===== src/rtl/mm_pkg.sv =====
package mm_pkg;

	localparam int DIM_W = 5;
	localparam int IDX_W = 4;
	localparam int VAL_W = 32;
	localparam int PROD_W = 2 * VAL_W;
	localparam int ACC_W = PROD_W + DIM_W;
	localparam int OUT_COLS_MAX = 16;
	localparam int CMD_W = 2;
	localparam int CFG_IDX_W = 2;

	localparam logic [CMD_W-1:0] CMD_WR_A = 2'd0;
	localparam logic [CMD_W-1:0] CMD_WR_B = 2'd1;
	localparam logic [CMD_W-1:0] CMD_COMPUTE = 2'd2;

	localparam logic [CFG_IDX_W-1:0] REG_ROWS_A = 2'd0;
	localparam logic [CFG_IDX_W-1:0] REG_INNER_DIM = 2'd1;
	localparam logic [CFG_IDX_W-1:0] REG_COLS_B = 2'd2;

	// one issued MAC step
	typedef struct packed {
		logic valid;
		logic first;
		logic last;
		logic col_end;
		logic [IDX_W-1:0] col;
	} mm_tag_t;

	// one finished dot product
	typedef struct packed {
		logic valid;
		logic col_end;
		logic [IDX_W-1:0] col;
		logic [VAL_W-1:0] value;
	} mm_res_t;

	typedef struct packed {
		logic stall;
		logic busy;
	} mm_pipe_t;

endpackage


===== src/rtl/mm_mac.sv =====
module mm_mac #(
	parameter int FRAC_BITS = 16
) (
	input  logic                       clk,
	input  logic                       arst_n,
	input  logic [mm_pkg::VAL_W-1:0]   a_rdata,
	input  logic [mm_pkg::VAL_W-1:0]   b_rdata,
	input  mm_pkg::mm_tag_t            tag,
	input  logic                       out_free,
	output mm_pkg::mm_res_t            res,
	output mm_pkg::mm_pipe_t           pst
);

	localparam int HI_W = mm_pkg::ACC_W - mm_pkg::VAL_W + 1;

	mm_pkg::mm_tag_t tag_s1;
	mm_pkg::mm_tag_t tag_s2;
	logic signed [mm_pkg::PROD_W-1:0] prod_s2;
	logic signed [mm_pkg::ACC_W-1:0] acc_q;
	logic signed [mm_pkg::VAL_W-1:0] a_op;
	logic signed [mm_pkg::VAL_W-1:0] b_op;
	logic signed [mm_pkg::PROD_W-1:0] prod;
	logic signed [mm_pkg::ACC_W-1:0] prod_ext;
	logic signed [mm_pkg::ACC_W-1:0] sum;
	logic signed [mm_pkg::ACC_W-1:0] shifted;
	logic [HI_W-1:0] hi;
	logic stall;

	assign a_op = a_rdata;
	assign b_op = b_rdata;
	assign prod = a_op * b_op;

	assign stall = tag_s2.valid & tag_s2.last & ~out_free;
	assign pst.stall = stall;
	assign pst.busy = tag_s1.valid | tag_s2.valid;

	assign prod_ext = {{mm_pkg::DIM_W{prod_s2[mm_pkg::PROD_W-1]}}, prod_s2};
	assign sum = (tag_s2.first ? '0 : acc_q) + prod_ext;
	assign shifted = sum >>> FRAC_BITS;
	assign hi = shifted[mm_pkg::ACC_W-1:mm_pkg::VAL_W-1];

	always_comb begin
		res.valid = tag_s2.valid & tag_s2.last & ~stall;
		res.col_end = tag_s2.col_end;
		res.col = tag_s2.col;
		if ((&hi) || !(|hi)) begin
			res.value = shifted[mm_pkg::VAL_W-1:0];
		end else if (hi[HI_W-1]) begin
			res.value = {1'b1, {(mm_pkg::VAL_W-1){1'b0}}};
		end else begin
			res.value = {1'b0, {(mm_pkg::VAL_W-1){1'b1}}};
		end
	end

	always_ff @(posedge clk or negedge arst_n) begin
		if (!arst_n) begin
			tag_s1 <= '0;
			tag_s2 <= '0;
		end else if (!stall) begin
			tag_s1 <= tag;
			tag_s2 <= tag_s1;
		end
	end

	always_ff @(posedge clk) begin
		if (!stall) begin
			prod_s2 <= prod;
		end
		if (tag_s2.valid && !stall) begin
			acc_q <= sum;
		end
	end

endmodule


===== config.mk =====
export PLATFORM = sky130hd
export DESIGN_NAME = mm_mac
export DESIGN_NICKNAME = d
export VERILOG_FILES = /design/src/rtl/mm_pkg.sv /design/src/rtl/mm_mac.sv
export SDC_FILE = /design/constraint.sdc
export NUM_CORES = 2
export LEC_CHECK = 0
export BUFFER_PORTS_ARGS = -buffer_cell sky130_fd_sc_hd__buf_4
export CAP_MARGIN = 15
export CORE_AREA = 2 2 277 279
export CTS_BUF_LIST = sky130_fd_sc_hd__clkbuf_2
export DETAILED_ROUTE_END_ITERATION = 10
export DIE_AREA = 0 0 279 281
export PLACE_DENSITY = 0.8
export SLEW_MARGIN = 25
export SYNTH_ARGS = -nofsm -noshare
export SYNTH_HDL_FRONTEND = slang
export SYNTH_SLANG_ARGS = --single-unit
export TNS_END_PERCENT = 100

===== constraint.sdc =====
create_clock -name clk -period 4.55 [get_ports clk]
set_input_delay 0.2275 -clock clk [delete_from_list [all_inputs] [get_ports clk]]
set_output_delay 0.2275 -clock clk [all_outputs]
set_load 0.01 [all_outputs]

Word level (Yosys, flattened, before mapping)
Index checks and enable logic that the tools add are counted.

operators by class
  $add $sub $neg = 1
  multipliers = 1
  mux-type cells = 3
  bitwise operators = 6
  reduce and logical (&&, ||, !) cells = 6

operators with widths
  cell                          number
  adder 69 bit                  1
  two-way mux 69 bit            1
  multiplier 32 x 32 -> 64 bit  1
  two-way mux 32 bit            2
  AND reduction 22 bit          1
  OR reduction 22 bit           1
  bitwise AND 1 bit             3
  logical NOT 1 bit             2
  inverter 1 bit                2
  logical AND 1 bit             1
  logical OR 1 bit              1
  bitwise OR 1 bit              1

storage, ports and cells
  register bits after elaboration = 149
  input port bits = 75
  output and inout bits = 40
  logic and storage cells = 29

Logic depth before layout (Yosys ltp)
  depth in word-level cells = 6
  gate-level depth with buffers = 30
  gate-level depth less buffers = 29

Worst setup path after synthesis
Ideal clock, no wire load.

  path kind = input -> register
  start = in a_rdata[11] in the netlist's numbering
  end = reg prod_s2[56] in the netlist's numbering, data pin
  setup time = 0.258 ns
  arrival = 7.544 ns
  required time = 4.292 ns
  slack = -3.252 ns
  stages = 28
  path buffers = 1
  cell sequence = clkbuf_1 > nand2_1 > fa_1 > inv_1 > fa_1 > fa_1 > inv_1 > fa_1 > inv_1 > fa_1 > fa_1 > fa_1 > inv_1 > fa_1 > inv_1 > ha_1 > a21o_1 > a31o_2 > a221o_1 > o21ai_0 > a21oi_1 > a311o_1 > a41oi_1 > o31ai_1 > a221o_1 > a21o_1 > a21oi_1 > xnor2_1

between the ends
  word-level cells in the longest chain between the ends = 1

ends and longest elaborated chain
  what                          line          text
  start, declared               mm_mac.sv:6   input logic [mm_pkg::VAL_W-1:0] a_rdata,
  multiplier 32 x 32 -> 64 bit  mm_mac.sv:31  assign prod = a_op * b_op;
  via prod (one bit)            mm_mac.sv:22  logic signed [mm_pkg::PROD_W-1:0] prod;
  end signal, assigned          mm_mac.sv:67  prod_s2 <= prod;
  end, declared                 mm_mac.sv:18  logic signed [mm_pkg::PROD_W-1:0] prod_s2;

The timed path passes the listed nets, and every way through them passes these cells.
A chain may end at the register's enable or synchronous reset.

Final worst setup path
  start = in a_rdata[4] in the netlist's numbering
  end = reg prod_s2[60] in the netlist's numbering, data pin

The elaborated chain is that of the path after synthesis.

==> key figures <==
Clock tree
  • Max Root-Sink Buffers: 2
  • CTS tree: done
  • Clk_lat worst skew: 870 ps
  • Clock slew at reported path FFs: 220 ps
  • Total CTS buffers: 17
  • CTS Sinks: 149
  • Max H-tree Level: 4
  • CTS root buffer: clkbuf_2

Setup path
  • CP Class: in2reg
  • Register-to-Register Path Depth: 23
  • CP Max Fanout: 16
  • Most frequent CP cell: fa_1
  • Critical path's top delay family: adder cells
  • CP Capture Type: register
  • Reg2Reg Setup Slack: 430 ps
  • Slowest stage delay, CP: 580 ps
  • Worst path slowest cell: fa_1
  • FF-to-FF End: acc_q[39]
  • Crit path buf inv count: 8
  • Worst Path Arrival: 7530 ps
  • CP required: ~5200 ps
  • Startpoint types: input port
  • Reg-to-Reg Start: tag_s2[6]

Timing
  • Setup Viol. Count Final: 85
  • Relative slew slack: 42.7%
  • Post-layout min period: 6850 ps
  • Post-route setup slack: -2300 ps
  • RSZ-0062 raised after global routing: yes
  • Fmax: 146 MHz
  • Fin. Hold Viols: 0
  • Final worst-path cycle share: 151%
  • Slew Viols, Final: 0
  • Clk_skew: between 50 and 60 ps
  • Worst slew pin tran: about 860 ps

Routing
  • Routed vias/inst: 5.84
  • Drt pass-1 iters: 8
  • Final ANT Viol Nets: 0
  • Total wire length: around 140000 um
  • Initial DRC Count: 3357
  • Via count: 38200
  • DRC: 0
  • WL per Instance: 21.9 um

GRT
  • Largest net degree at the start of global routing: between 60 and 70
  • Vias in the first global route: roughly 41000
  • Initial antenna violation count: 1
  • Total gr overflow: 0
  • Global-route wire length before repair: ~220000 um
  • GRT Total Usage: 35.9%

Synth
  • Yosys warnings: 0
  • Post-Synth Simple-Gate Area: between 15 and 20%
  • Synth Net Count: between 6000 and 7000
  • Mux contribution to synthesized area: 0.0433%
  • Largest family of logic cells by synthesized area: adder cells
  • Syn_area_per_cell: ~9.4 sq um
  • Synthesized instance count: 4905
  • XOR/XNOR Fraction of Synth Area: under 10%
  • Compound-gate portion of the synthesized area: under 10%
  • Yosys cell types: 79
  • Adder-cell share of the synthesized area: 53.7%
  • Async SR Flop Fraction: 10.7%
  • Commonest register cell after synthesis: edfxtp_1
  • Yosys reg bits: 149
  • Synth Cell Area: between 40000 and 50000 sq um
  • Sequential share of the synthesized area: 9.50%
  • Post-synth EDFFs: 133

Placed design
  • Pre-CTS setup slack: -3270 ps
  • Dpl hpwl: between 100000 and 150000 um
  • Area post-placement: 52800 sq um
  • RD Place Congestion: around 0.96
  • Dpl cells: 6368
  • Port bufs: 114

Cells and area
  • Fill cells: 4471
  • Sequential Area: 4400 sq um
  • Share of cells above drive strength 1: 24.6%
  • Most common cell after layout, fill and taps aside: fa_1
  • Fin area: approximately 57000 sq um
  • Area of the multi-input gates: around 39000 sq um
  • Most frequent cells in the layout: 1020 x fa_1, 1002 x inv_1, 698 x buf_4
  • Layout Cells excl Fill: 6546
  • Fin nets: 6963
  • Synthesis-to-finish area growth: 23.9%

Hold path
  • Hold depth: 5
  • Hold Startpoint: b_rdata[2]
  • Worst hold-check path type: in2reg
  • Hold EP: prod_s2[2]

Status
  • Outcome: finished with violations
  • Failing checks: setup timing

Floorplanning
  • I/O pins: 115
  • Initial Util: 61.3%
  • CORE AREA: 75400 sq um
  • Die X: ~280 um
  • Die Area: 78400 sq um
  • Die H: 281 um
  • FP Rows: slightly above 100

Run
  • Max-cap violations: 0
## sequential cells by signal, summed over array words and instances (netlist names)
signal / flops
acc_q: 69
tag_s1: 8
tag_s2: 3
prod_s2: 64
res: 5
## synthesized netlist by cell type, types with 60 or more instances
master | count | area, sq um
fa_1 | 1083 | 21700
inv_1 | 1038 | 3900
nand2_1 | 615 | 2310
and2_1 | 524 | 3280
ha_1 | 252 | 3150
clkbuf_1 | 240 | 901
a21oi_1 | 145 | 726
edfxtp_1 | 133 | 3990
nor2_1 | 99 | 372
nor2b_1 | 83 | 519
xnor2_1 | 83 | 727
o21ai_0 | 70 | 350
a21o_1 | 60 | 450
## cell families (layout without fill, tap and decap cells)
family | count (synthesis) | after routing
buffers and inverters | 1301 | 1962
AND/OR/NAND/NOR | 1531 | 1531
adder cells (fa/ha/maj) | 1335 | 1335
XOR/XNOR | 132 | 132
AO/OA/AOI/OAI | 455 | 455
multiplexers | 2 | 2
other | 0 | 2
flip-flops | 149 | 149
## worst register-to-register path, delay by kind of cell, from the launching register on
family	cells	cell delay, ps
AO/OA/AOI/OAI	5	850
XOR/XNOR	1	170
adder cells (fa/ha/maj)	1	300
buffers and inverters	14	1820
flip-flops	1	490
AND/OR/NAND/NOR	2	230
## metal layers
layer	GRT usage [%]	vias up	part of all wire, %
met5	0	-	0
met4	13.8	0	5.2
met3	7.89	614	11
met2	58.9	2387	47
met1	47.1	19100	37
li1	-	16100	-
## worst max-delay path by stage
| stage | from | endpoint | slack [ps] | cells after the start |
|---|---|---|---|---|
| global route | b_rdata[7] | prod_s2[60] | -2480 | 32 |
| floorplan | b_rdata[7] | prod_s2[62] | -2730 | 27 |
| finish | a_rdata[4] | prod_s2[60] | -2300 | 29 |
| CTS | a_rdata[13] | prod_s2[62] | -2080 | 27 |
| global placement | b_rdata[3] | prod_s2[61] | -3100 | 28 |
| detailed placement | b_rdata[3] | prod_s2[58] | -3270 | 27 |
## layout make-up
class / instances / area share (%)
clock buffer: 17 / 0.148
tap: 978 / 2.13
multi-input combinational: 3455 / 68.7
inverter: 1038 / 6.79
clock inverter: 15 / 0.310
timing repair buffer: 892 / 14.3
antenna: 2 / 0.00873
sequential: 149 / 7.66
## metrics by stage
stage / setup TNS, ps / utilization (%) / hold slack [ps]
finish: -118400 / 76.0 / 144
global route: -130200 / 76.0 / 90.4
CTS: -104870 / 74.1 / 56.9
detailed placement: -140630 / 70.0 / 103
global placement: -133970 / 70.0 / 103
floorplan: -97040 / - / -68.1
## repair_timing
action / CTS / global route
hold buffers: 21 / 0
gates cloned: 13 / 5
pin swaps: 163 / 96
endpoints found under the hold margin: 33 / 0
setup buffers: 99 / 27
resized for setup: 397 / 236
endpoints found under the setup margin: 85 / 85
Power is not shown: default switching activity piles up to over one toggle a cycle in this logic, so the estimate is an artifact.
