**src/rtl/mm_pkg.sv**
```systemverilog
package mm_pkg;

	localparam int DIM_W = 5;
	localparam int IDX_W = 4;
	localparam int VAL_W = 32;
	localparam int PROD_W = 2 * VAL_W;
	localparam int ACC_W = PROD_W + DIM_W;
	localparam int OUT_COLS_MAX = 16;
	localparam int CMD_W = 2;
	localparam int CFG_IDX_W = 2;

	localparam logic [CMD_W-1:0] CMD_WR_A = 2'd0;
	localparam logic [CMD_W-1:0] CMD_WR_B = 2'd1;
	localparam logic [CMD_W-1:0] CMD_COMPUTE = 2'd2;

	localparam logic [CFG_IDX_W-1:0] REG_ROWS_A = 2'd0;
	localparam logic [CFG_IDX_W-1:0] REG_INNER_DIM = 2'd1;
	localparam logic [CFG_IDX_W-1:0] REG_COLS_B = 2'd2;

	// one issued MAC step
	typedef struct packed {
		logic valid;
		logic first;
		logic last;
		logic col_end;
		logic [IDX_W-1:0] col;
	} mm_tag_t;

	// one finished dot product
	typedef struct packed {
		logic valid;
		logic col_end;
		logic [IDX_W-1:0] col;
		logic [VAL_W-1:0] value;
	} mm_res_t;

	typedef struct packed {
		logic stall;
		logic busy;
	} mm_pipe_t;

endpackage

```
**src/rtl/mm_ctrl.sv**
```systemverilog
module mm_ctrl #(
	parameter int MAX_DIM = 16,
	localparam int AW = (MAX_DIM * MAX_DIM > 1) ? $clog2(MAX_DIM * MAX_DIM) : 1
) (
	input  logic                         clk,
	input  logic                         arst_n,
	input  logic                         in_valid,
	output logic                         in_ready,
	input  logic [mm_pkg::CMD_W-1:0]     cmd,
	input  logic [mm_pkg::IDX_W-1:0]     row,
	input  logic [mm_pkg::IDX_W-1:0]     col,
	input  logic [mm_pkg::DIM_W-1:0]     rows_a,
	input  logic [mm_pkg::DIM_W-1:0]     inner_dim,
	input  logic [mm_pkg::DIM_W-1:0]     cols_b,
	input  mm_pkg::mm_pipe_t             pst,
	input  logic                         out_free,
	output logic                         err_load,
	output logic [mm_pkg::IDX_W-1:0]     cur_row,
	output logic                         a_en,
	output logic                         b_en,
	output logic                         mem_we,
	output logic [AW-1:0]                a_addr,
	output logic [AW-1:0]                b_addr,
	output mm_pkg::mm_tag_t              tag
);

	localparam logic [1:0] ST_IDLE = 2'd0;
	localparam logic [1:0] ST_RUN = 2'd1;
	localparam logic [1:0] ST_DRAIN = 2'd2;
	localparam logic [1:0] ST_ERR = 2'd3;

	logic [1:0] state_q;
	logic [mm_pkg::IDX_W-1:0] row_q;
	logic [mm_pkg::DIM_W-1:0] k_q;
	logic [mm_pkg::IDX_W-1:0] j_q;
	logic acc_in;
	logic in_range;
	logic run_go;
	logic k_last;
	logic j_last;
	logic [AW-1:0] wr_addr;

	assign in_ready = (state_q == ST_IDLE);
	assign acc_in = in_valid & in_ready;
	assign in_range = (int'(row) < MAX_DIM) && (int'(col) < MAX_DIM);
	assign run_go = (state_q == ST_RUN) & ~pst.stall;
	assign k_last = (k_q == inner_dim - 5'd1);
	assign j_last = ({1'b0, j_q} == cols_b - 5'd1);
	assign wr_addr = AW'(int'(row) * MAX_DIM + int'(col));

	assign mem_we = (state_q == ST_IDLE);
	assign a_en = (acc_in & (cmd == mm_pkg::CMD_WR_A) & in_range) | run_go;
	assign b_en = (acc_in & (cmd == mm_pkg::CMD_WR_B) & in_range) | run_go;
	assign a_addr = mem_we ? wr_addr : AW'(int'(row_q) * MAX_DIM + int'(k_q));
	assign b_addr = mem_we ? wr_addr : AW'(int'(k_q) * MAX_DIM + int'(j_q));

	assign tag.valid = (state_q == ST_RUN);
	assign tag.first = (k_q == '0);
	assign tag.last = k_last;
	assign tag.col_end = j_last;
	assign tag.col = j_q;

	assign err_load = (state_q == ST_ERR) & out_free;
	assign cur_row = row_q;

	always_ff @(posedge clk or negedge arst_n) begin
		if (!arst_n) begin
			state_q <= ST_IDLE;
			row_q <= '0;
			k_q <= '0;
			j_q <= '0;
		end else begin
			case (state_q)
				ST_IDLE: begin
					if (acc_in && cmd == mm_pkg::CMD_COMPUTE) begin
						row_q <= row;
						k_q <= '0;
						j_q <= '0;
						if ({1'b0, row} >= rows_a) begin
							state_q <= ST_ERR;
						end else begin
							state_q <= ST_RUN;
						end
					end
				end
				ST_RUN: begin
					if (!pst.stall) begin
						if (k_last) begin
							k_q <= '0;
							if (j_last) begin
								state_q <= ST_DRAIN;
							end else begin
								j_q <= j_q + 1'b1;
							end
						end else begin
							k_q <= k_q + 1'b1;
						end
					end
				end
				ST_DRAIN: begin
					if (!pst.busy) begin
						state_q <= ST_IDLE;
					end
				end
				ST_ERR: begin
					if (out_free) begin
						state_q <= ST_IDLE;
					end
				end
				default: state_q <= ST_IDLE;
			endcase
		end
	end

endmodule

```
**config.mk**
```make
export PLATFORM = sky130hd
export DESIGN_NAME = mm_ctrl
export DESIGN_NICKNAME = d
export VERILOG_FILES = /design/src/rtl/mm_pkg.sv /design/src/rtl/mm_ctrl.sv
export SDC_FILE = /design/constraint.sdc
export NUM_CORES = 1
export LEC_CHECK = 0
export ABC_CLOCK_PERIOD_IN_PS = 2400
export BUFFER_PORTS_ARGS = -buffer_cell sky130_fd_sc_hd__buf_2
export CORE_MARGIN = 2
export CORE_UTILIZATION = 47
export DETAILED_ROUTE_END_ITERATION = 7
export MAX_ROUTING_LAYER = met4
export PLACE_DENSITY = 0.85
export SYNTH_ARGS = -nofsm -noshare
export SYNTH_HDL_FRONTEND = slang
export SYNTH_SLANG_ARGS = --single-unit
```
**constraint.sdc**
```tcl
create_clock -name clk -period 2.4 [get_ports clk]
set_input_delay 0.48 -clock clk [delete_from_list [all_inputs] [get_ports clk]]
set_output_delay 0.48 -clock clk [all_outputs]
set_load 0.01 [all_outputs]
```
# Word-level counts from Yosys, hierarchy flattened
# Cells that the tools add are included.
[word_totals]
wordCells = 62
in_bits = 31
output_inout_bits = 33
register_bits = 15
[classes]
bitwise = 8
reduce_logical = 9
addsub = 7
n_mux = 19
n_eq_ne = 14
order_cmp = 1
[op_table]
columns = ["cell", "count"]
rows = [
  ["$add A8 B4 Y8", 2],
  ["$mux W4", 4],
  ["$mux W8", 2],
  ["$mux W5", 3],
  ["$mux W2", 7],
  ["$pmux W5 S2", 1],
  ["$sub A5 B1 Y5 const B", 2],
  ["$add A8 B5 Y8", 1],
  ["$ne A2 B2 Y1 const B", 4],
  ["$pmux W2 S4", 1],
  ["$pmux W4 S2", 1],
  ["$eq A2 B2 Y1 const B", 3],
  ["$ne A2 B1 Y1 const B", 3],
  ["$reduce_and A6 Y1", 1],
  ["$add A5 B1 Y5 const B", 1],
  ["$and A1 B1 Y1", 5],
  ["$eq A4 B5 Y1", 1],
  ["$eq A5 B5 Y1", 1],
  ["$ge A4 B5 Y1", 1],
  ["$logic_not A5 Y1", 1],
  ["$reduce_and A5 Y1", 1],
  ["$add A4 B1 Y4 const B", 1],
  ["$eq A2 B1 Y1 const B", 2],
  ["$logic_not A2 Y1", 2],
  ["other kinds (6)", 7],
]

# Depth between registers and ports, before layout
# Gate-level depths: netlist of run 1.
[depth]
ltp_word = 6
ltp_mapped = 8
depth_no_buf = 8

# Worst setup path after synthesis of run 1
# OpenSTA, ideal clock, no wires.
[synth_path]
path_kind = "input port to flip-flop"
start = "input port inner_dim[0] (netlist name)"
end = "register j_q[3] (netlist name)"
setup_ps = 78
stages = 8
arrival_time_ps = 2199
n_path_buf = 0
required_ps = 2322
setup_slack_ps = 123
path_cell_list = "inv_1 > ha_1 > xnor2_1 > a211oi_2 > o311ai_2 > or2_4 > or4_1 > a21boi_1"
[synth_between]
elab_chain_len = 4
[synth_rtl]
columns = ["item", "line_no", "rtl"]
rows = [
  ["from (decl)", "mm_ctrl.sv:13", "input logic [mm_pkg::DIM_W-1:0] inner_dim,"],
  ["$sub A5 B1 Y5", "mm_ctrl.sv:47", "assign k_last = (k_q == inner_dim - 5'd1);"],
  ["$eq A5 B5 Y1", "mm_ctrl.sv:47", ""],
  ["$ne A2 B1 Y1 (no line)", "n/a", ""],
  ["$reduce_and A5 Y1 (no line)", "n/a", ""],
  ["to (signal assigned)", "mm_ctrl.sv:93", "j_q <= j_q + 1'b1;"],
  ["to (decl)", "mm_ctrl.sv:35", "logic [mm_pkg::IDX_W-1:0] j_q;"],
]
# Every way passes these cells.
# A chain may end at the register's enable or synchronous reset.

==> results of run 1 <==
-- registers in the layout (all words and copies together) (netlist names) --
signal / flops
cur_row: 4
j_q: 4
k_q: 5
state_q: 2
-- power breakdown --
part | switching, mW | internal [mW] | total [mW] | leakage [nW]
clock network | 0.0838 | 0.0646 | 0.148 | 0.0150
logic | 0.607 | 0.466 | 1.07 | 0.775
registers | 0.133 | 0.335 | 0.469 | 0.194
-- kinds of logic after synthesis --
group | synth area share (%)
buffers and inverters | 7.78
AO/OA/AOI/OAI | 17.7
adder cells (fa/ha/maj) | 9.62
flip-flops | 26.2
XOR/XNOR | 7.95
multiplexers | 3.06
AND/OR/NAND/NOR | 27.7
-- placed cells by master, fill, tap and decap left out, types with 4 or more instances in the layout --
cell / instances
dfrtp_1: 15
o21ai_0: 7
nor2_1: 4
xnor2_1: 9
ha_1: 10
buf_4: 7
nand3b_1: 4
a21o_1: 5
inv_1: 12
a21oi_1: 7
nor3_1: 4
xor2_1: 4
nand3_1: 10
nand2_1: 41
buf_2: 61
-- final cells by class --
class / instances / area (sq um) / area share (%)
Multi-Input combinational cell: 141 / 960 / 52.6
Sequential cell: 15 / 375 / 20.6
Timing Repair Buffer: 69 / 369 / 20.2
Inverter: 14 / 52.6 / 2.88
Tap cell: 33 / 41.3 / 2.26
Clock buffer: 4 / 26.3 / 1.44
-- timing repair --
action / CTS / global route
resized for setup: 0 / 7
hold buffers: 0 / 0
setup endpoints to repair: 0 / 9
-- worst max path at each step --
| stage | to | slack [ps] | cells after the start |
|---|---|---|---|
| 5_1_grt | tag[4] | -0.6 | 7 |
| 2_1_floorplan | j_q[3]$_DFFE_PN0P_ | 120 | 8 |
| 6_report | tag[4] | 70 | 7 |
| 3_5_place_dp | j_q[3]$_DFFE_PN0P_ | -20 | 9 |
| 3_3_place_gp | j_q[3]$_DFFE_PN0P_ | 60 | 9 |
| 4_1_cts | tag[4] | 30 | 7 |
-- layer usage --
layer | global-route usage [%] | up-vias
met4 | 8.44 | 0
met3 | 1.53 | 11
met2 | 38.3 | 56
met5 | - | -
met1 | 28.7 | 682
li1 | - | 748
-- cells in the mapped netlist (all sizes together) (4+ instances only) --
| master | n | area [sq um] |
|---|---|---|
| nand3 | 10 | 50.1 |
| ha | 11 | 138 |
| xor2 | 4 | 35.0 |
| o21ai | 7 | 35.0 |
| nand2 | 41 | 154 |
| nor3 | 4 | 20.0 |
| nand3b | 4 | 30.0 |
| dfrtp | 15 | 375 |
| xnor2 | 9 | 78.8 |
| a21o | 5 | 37.5 |
| buf | 5 | 35.0 |
| nor2 | 4 | 15.0 |
| a21oi | 7 | 35.0 |
| inv | 14 | 52.6 |
| clkbuf | 6 | 23.8 |
-- worst max-delay path, cell delays in order --
cell and delay (ps):
buf_4 100, inv_2 40, ha_4 160, nand3b_1 170
a21o_1 220, a2111oi_4 480, buf_2 210
==> flow_metrics.env, run 1 <==
export IMPL_status="finished clean"
export IMPL_cts_buffers_inserted=3
export IMPL_routed_top_layer="met4"
export IMPL_synth_edff_count=0
export IMPL_fin_area_sq_um=1820
export IMPL_grt_max_degree=16
export IMPL_start_kind="input pin"
export IMPL_synth_cells=181
export IMPL_cts_root_buf="clkbuf_4"
export IMPL_fmax_mhz=428
export IMPL_dr_wl_met3_um=147
export IMPL_avgViaCountPerCell=5.42
export IMPL_grt_pass1_vias=1381
export IMPL_post_route_min_period_ps=2330
export IMPL_avgSynthCellArea_sq_um=7.91
export IMPL_clock_sinks=15
export IMPL_vias=1497
export IMPL_post_cts_buffers=0
export IMPL_yosysSeqAreaShare_pct=26.2
export IMPL_grt_ovfl_total=0
export IMPL_setup_viol=0
export IMPL_worst_slew_pin_slew_ps=480
export IMPL_setup_slack_ps=65.8
export IMPL_arrival_ps=1850
export IMPL_yosys_warnings=0
export IMPL_cp_max_fo=5
export IMPL_finalSetupTns_ps=0
export IMPL_drt_met1_wl_um=1570
export IMPL_clk_latency_ps=280
export IMPL_synth_main_ff_cell="dfrtp_1"
export IMPL_p_leak_nw=0.985
export IMPL_antenna_found_initial=0
export IMPL_drt_iter0_markers=56
export IMPL_fin_nets=286
export IMPL_final_cells=276
export IMPL_dieArea_sq_um=3500
export IMPL_holdWs_ps=89.1
export IMPL_report_final_slew_viol_count=0
export IMPL_p_per_area_nw_per_um2=926
export IMPL_crit_required_ps=1920
export IMPL_final_layout_size_suffix_gt1_share_pct=34.6
export IMPL_io_pins=64
export IMPL_vdd_ir_drop_max_uv=468
export IMPL_worstReg2RegEnd="j_q[3]$_DFFE_PN0P_"
export IMPL_grt_pass1_wl_um=6040
export IMPL_wl_per_cell_um=13.3
export IMPL_die_width_um=59.2
export IMPL_post_route_period_util_pct=97.3
export IMPL_gp_congestion=0.874
export IMPL_slew_headroom_pct=67.9
export IMPL_r2r_slack_ps=310
export IMPL_fin_util_pct=61.3
export IMPL_finalHoldViolations=0
export IMPL_cts_buffer_depth=2
export IMPL_dp_cells=272
export IMPL_nFillCells=266
export IMPL_hp_class="input pin to asynchronous set/reset pin"
export IMPL_area_growth_pct=27.4
export IMPL_cts_tree="built"
export IMPL_die_h_um=59.2
export IMPL_grt_total_usage_pct=22.8
export IMPL_wl_met2_um=1870
export IMPL_num_rows=20
export IMPL_drt_wl_total_um=3670
export IMPL_end_kind="primary output"
export IMPL_drtAntennaViolNets=0
export IMPL_r2r_start="j_q[2]$_DFFE_PN0P_"
export IMPL_drc=0
export IMPL_crit_type="input pin to primary output"
export IMPL_synth_seq_cells=15
export IMPL_finalPower_mw=1.69
export IMPL_dp_hpwl_um=2960
export IMPL_placedInstanceArea_sq_um=1770
export IMPL_ys_async_sr_fraction_pct=100
export IMPL_initial_core_util_pct=48.1
export IMPL_worstSetupStartpoint="cols_b[0]"
export IMPL_core_area_sq_um=2980
export IMPL_synth_fp_nets=223
export IMPL_diodes=0
export IMPL_synth_area_sq_um=1430
export IMPL_dp_slack_ps=-24.3
export IMPL_h_tree_depth=1
export IMPL_ys_types=45
export IMPL_cap_violations=0
export IMPL_fin_worst_skew_ps=1.72
export IMPL_clk_pin_slew_ps=90
export IMPL_dr_pass1_iters=5
export IMPL_portBuffers=63
export IMPL_reg2reg_depth=6
Note: power is estimated with default switching activity, not from simulation.
==> run 2: changes to the inputs <==
--- a/config.mk
+++ b/config.mk
@@ -12,6 +12,7 @@
 export DETAILED_ROUTE_END_ITERATION = 7
 export MAX_ROUTING_LAYER = met4
 export PLACE_DENSITY = 0.85
+export RECOVER_POWER = 50
 export SYNTH_ARGS = -nofsm -noshare
 export SYNTH_HDL_FRONTEND = slang
 export SYNTH_SLANG_ARGS = --single-unit
==> run 2 against run 1 <==
  * Maximum frequency hardly changed
  * Core utilization fell by 0.63 points
  * Critical path depth unchanged
  * Sequential power barely moved
  * Design area shrank 1.0%
  * Critical path type unchanged
  * Final cell count did not move
  * Power is 0.99% lower
  * Combinational power barely moved
==> flow_metrics.env, run 2 (same netlist as run 1, synthesis figures left out) <==
export IMPL_cp_max_fo=5
export IMPL_clk_latency_ps=280
export IMPL_avgViaCountPerCell=5.39
export IMPL_setup_slack_ps=64.9
export IMPL_area_growth_pct=26.1
export IMPL_p_leak_nw=0.938
export IMPL_dp_hpwl_um=2960
export IMPL_num_rows=20
export IMPL_post_cts_buffers=0
export IMPL_drc=0
export IMPL_post_route_min_period_ps=2340
export IMPL_clk_pin_slew_ps=90
export IMPL_h_tree_depth=1
export IMPL_regMostFlops="k_q"
export IMPL_wl_per_cell_um=13.3
export IMPL_final_cells=276
export IMPL_status="finished clean"
export IMPL_slew_headroom_pct=43.3
export IMPL_die_h_um=59.2
export IMPL_fmax_mhz=428
export IMPL_hp_class="input pin to asynchronous set/reset pin"
export IMPL_dr_pass1_iters=4
export IMPL_crit_type="input pin to primary output"
export IMPL_dp_slack_ps=-24.3
export IMPL_report_final_slew_viol_count=0
export IMPL_cts_buffers_inserted=3
export IMPL_start_kind="input pin"
export IMPL_grt_total_usage_pct=22.8
export IMPL_fin_area_sq_um=1810
export IMPL_post_cts_resized=0
export IMPL_fin_worst_skew_ps=0.543
export IMPL_final_common_cell="buf_2"
export IMPL_setup_viol=0
export IMPL_cts_root_buf="clkbuf_4"
export IMPL_largest_reg_flops=5
export IMPL_drt_iter0_markers=77
export IMPL_initial_core_util_pct=48.1
export IMPL_vias=1487
export IMPL_gp_congestion=0.874
export IMPL_reg2reg_depth=7
export IMPL_dp_cells=272
export IMPL_worst_slew_pin_slew_ps=850
export IMPL_holdWs_ps=274
export IMPL_r2r_start="state_q[1]$_DFFE_PN0P_"
export IMPL_io_pins=64
export IMPL_finalHoldViolations=0
export IMPL_diodes=0
export IMPL_portBuffers=63
export IMPL_die_width_um=59.2
export IMPL_antenna_found_initial=0
export IMPL_r2r_slack_ps=220
export IMPL_end_kind="primary output"
export IMPL_p_per_area_nw_per_um2=927
export IMPL_crit_required_ps=1920
export IMPL_cts_tree="built"
export IMPL_placedInstanceArea_sq_um=1770
export IMPL_post_route_period_util_pct=97.3
export IMPL_grt_pass1_vias=1381
export IMPL_grt_max_degree=16
export IMPL_dieArea_sq_um=3500
export IMPL_drt_wl_total_um=3670
export IMPL_cts_buffer_depth=2
export IMPL_fin_nets=286
export IMPL_vdd_ir_drop_max_uv=460
export IMPL_core_area_sq_um=2980
export IMPL_arrival_ps=1860
export IMPL_final_cell_mix="49 x buf_2, 41 x nand2_1, 15 x dfrtp_1"
export IMPL_grt_pass1_wl_um=6040
export IMPL_final_layout_size_suffix_gt1_share_pct=29.2
export IMPL_cts_hold_buf=0
export IMPL_worstReg2RegEnd="j_q[1]$_DFFE_PN0P_"
export IMPL_drtAntennaViolNets=0
export IMPL_grt_ovfl_total=0
export IMPL_cap_violations=0
export IMPL_clock_sinks=15
[run 2: stage by stage]
step	TNS [ps]	util [%]	power, mW
2_1_floorplan	0	-	1.13
3_3_place_gp	0	59.6	1.51
3_5_place_dp	-24.3	59.6	1.53
4_1_cts	0	60.5	1.68
5_1_grt	-3.34	60.6	1.83
6_report	0	60.6	1.67
[run 2: final cells by class]
class                           instances  area, sq um
Tap cell                               33         41.3
Inverter                               14         52.6
Sequential cell                        15          375
Timing Repair Buffer                   69          350
Multi-Input combinational cell        141          960
Clock buffer                            4         26.3
Fill cell                             273         1170
[run 2: critical path, cell delays in order]
cell and delay (ps):
buf_4 100, inv_2 40, ha_4 150, nand3b_1 170
a21o_1 220, a2111oi_4 480, buf_2 210
[run 2: worst max-delay path by stage]
stage	startpoint	endpoint	slack, ps	cells past startpoint
2_1_floorplan	inner_dim[0]	j_q[3]$_DFFE_PN0P_	120	8
3_3_place_gp	inner_dim[0]	j_q[3]$_DFFE_PN0P_	60	9
3_5_place_dp	cols_b[0]	j_q[3]$_DFFE_PN0P_	-20	9
4_1_cts	cols_b[0]	tag[4]	30	7
5_1_grt	j_q[2]$_DFFE_PN0P_	tag[4]	-3	4
6_report	cols_b[0]	tag[4]	60	7
[run 2: metal layers]
metal	vias to the layer above	wire length, um	global-route usage, %
met5	-	0	-
met4	0	59	8.44
met3	6	158	1.53
met2	49	1880	38.3
met1	690	1570	28.7
li1	742	-	-
[run 2: report_power, final]
| part | switching [mW] | internal (mW) | total, mW |
|---|---|---|---|
| clock network | 0.0816 | 0.0644 | 0.146 |
| registers | 0.133 | 0.335 | 0.469 |
| logic | 0.610 | 0.449 | 1.06 |
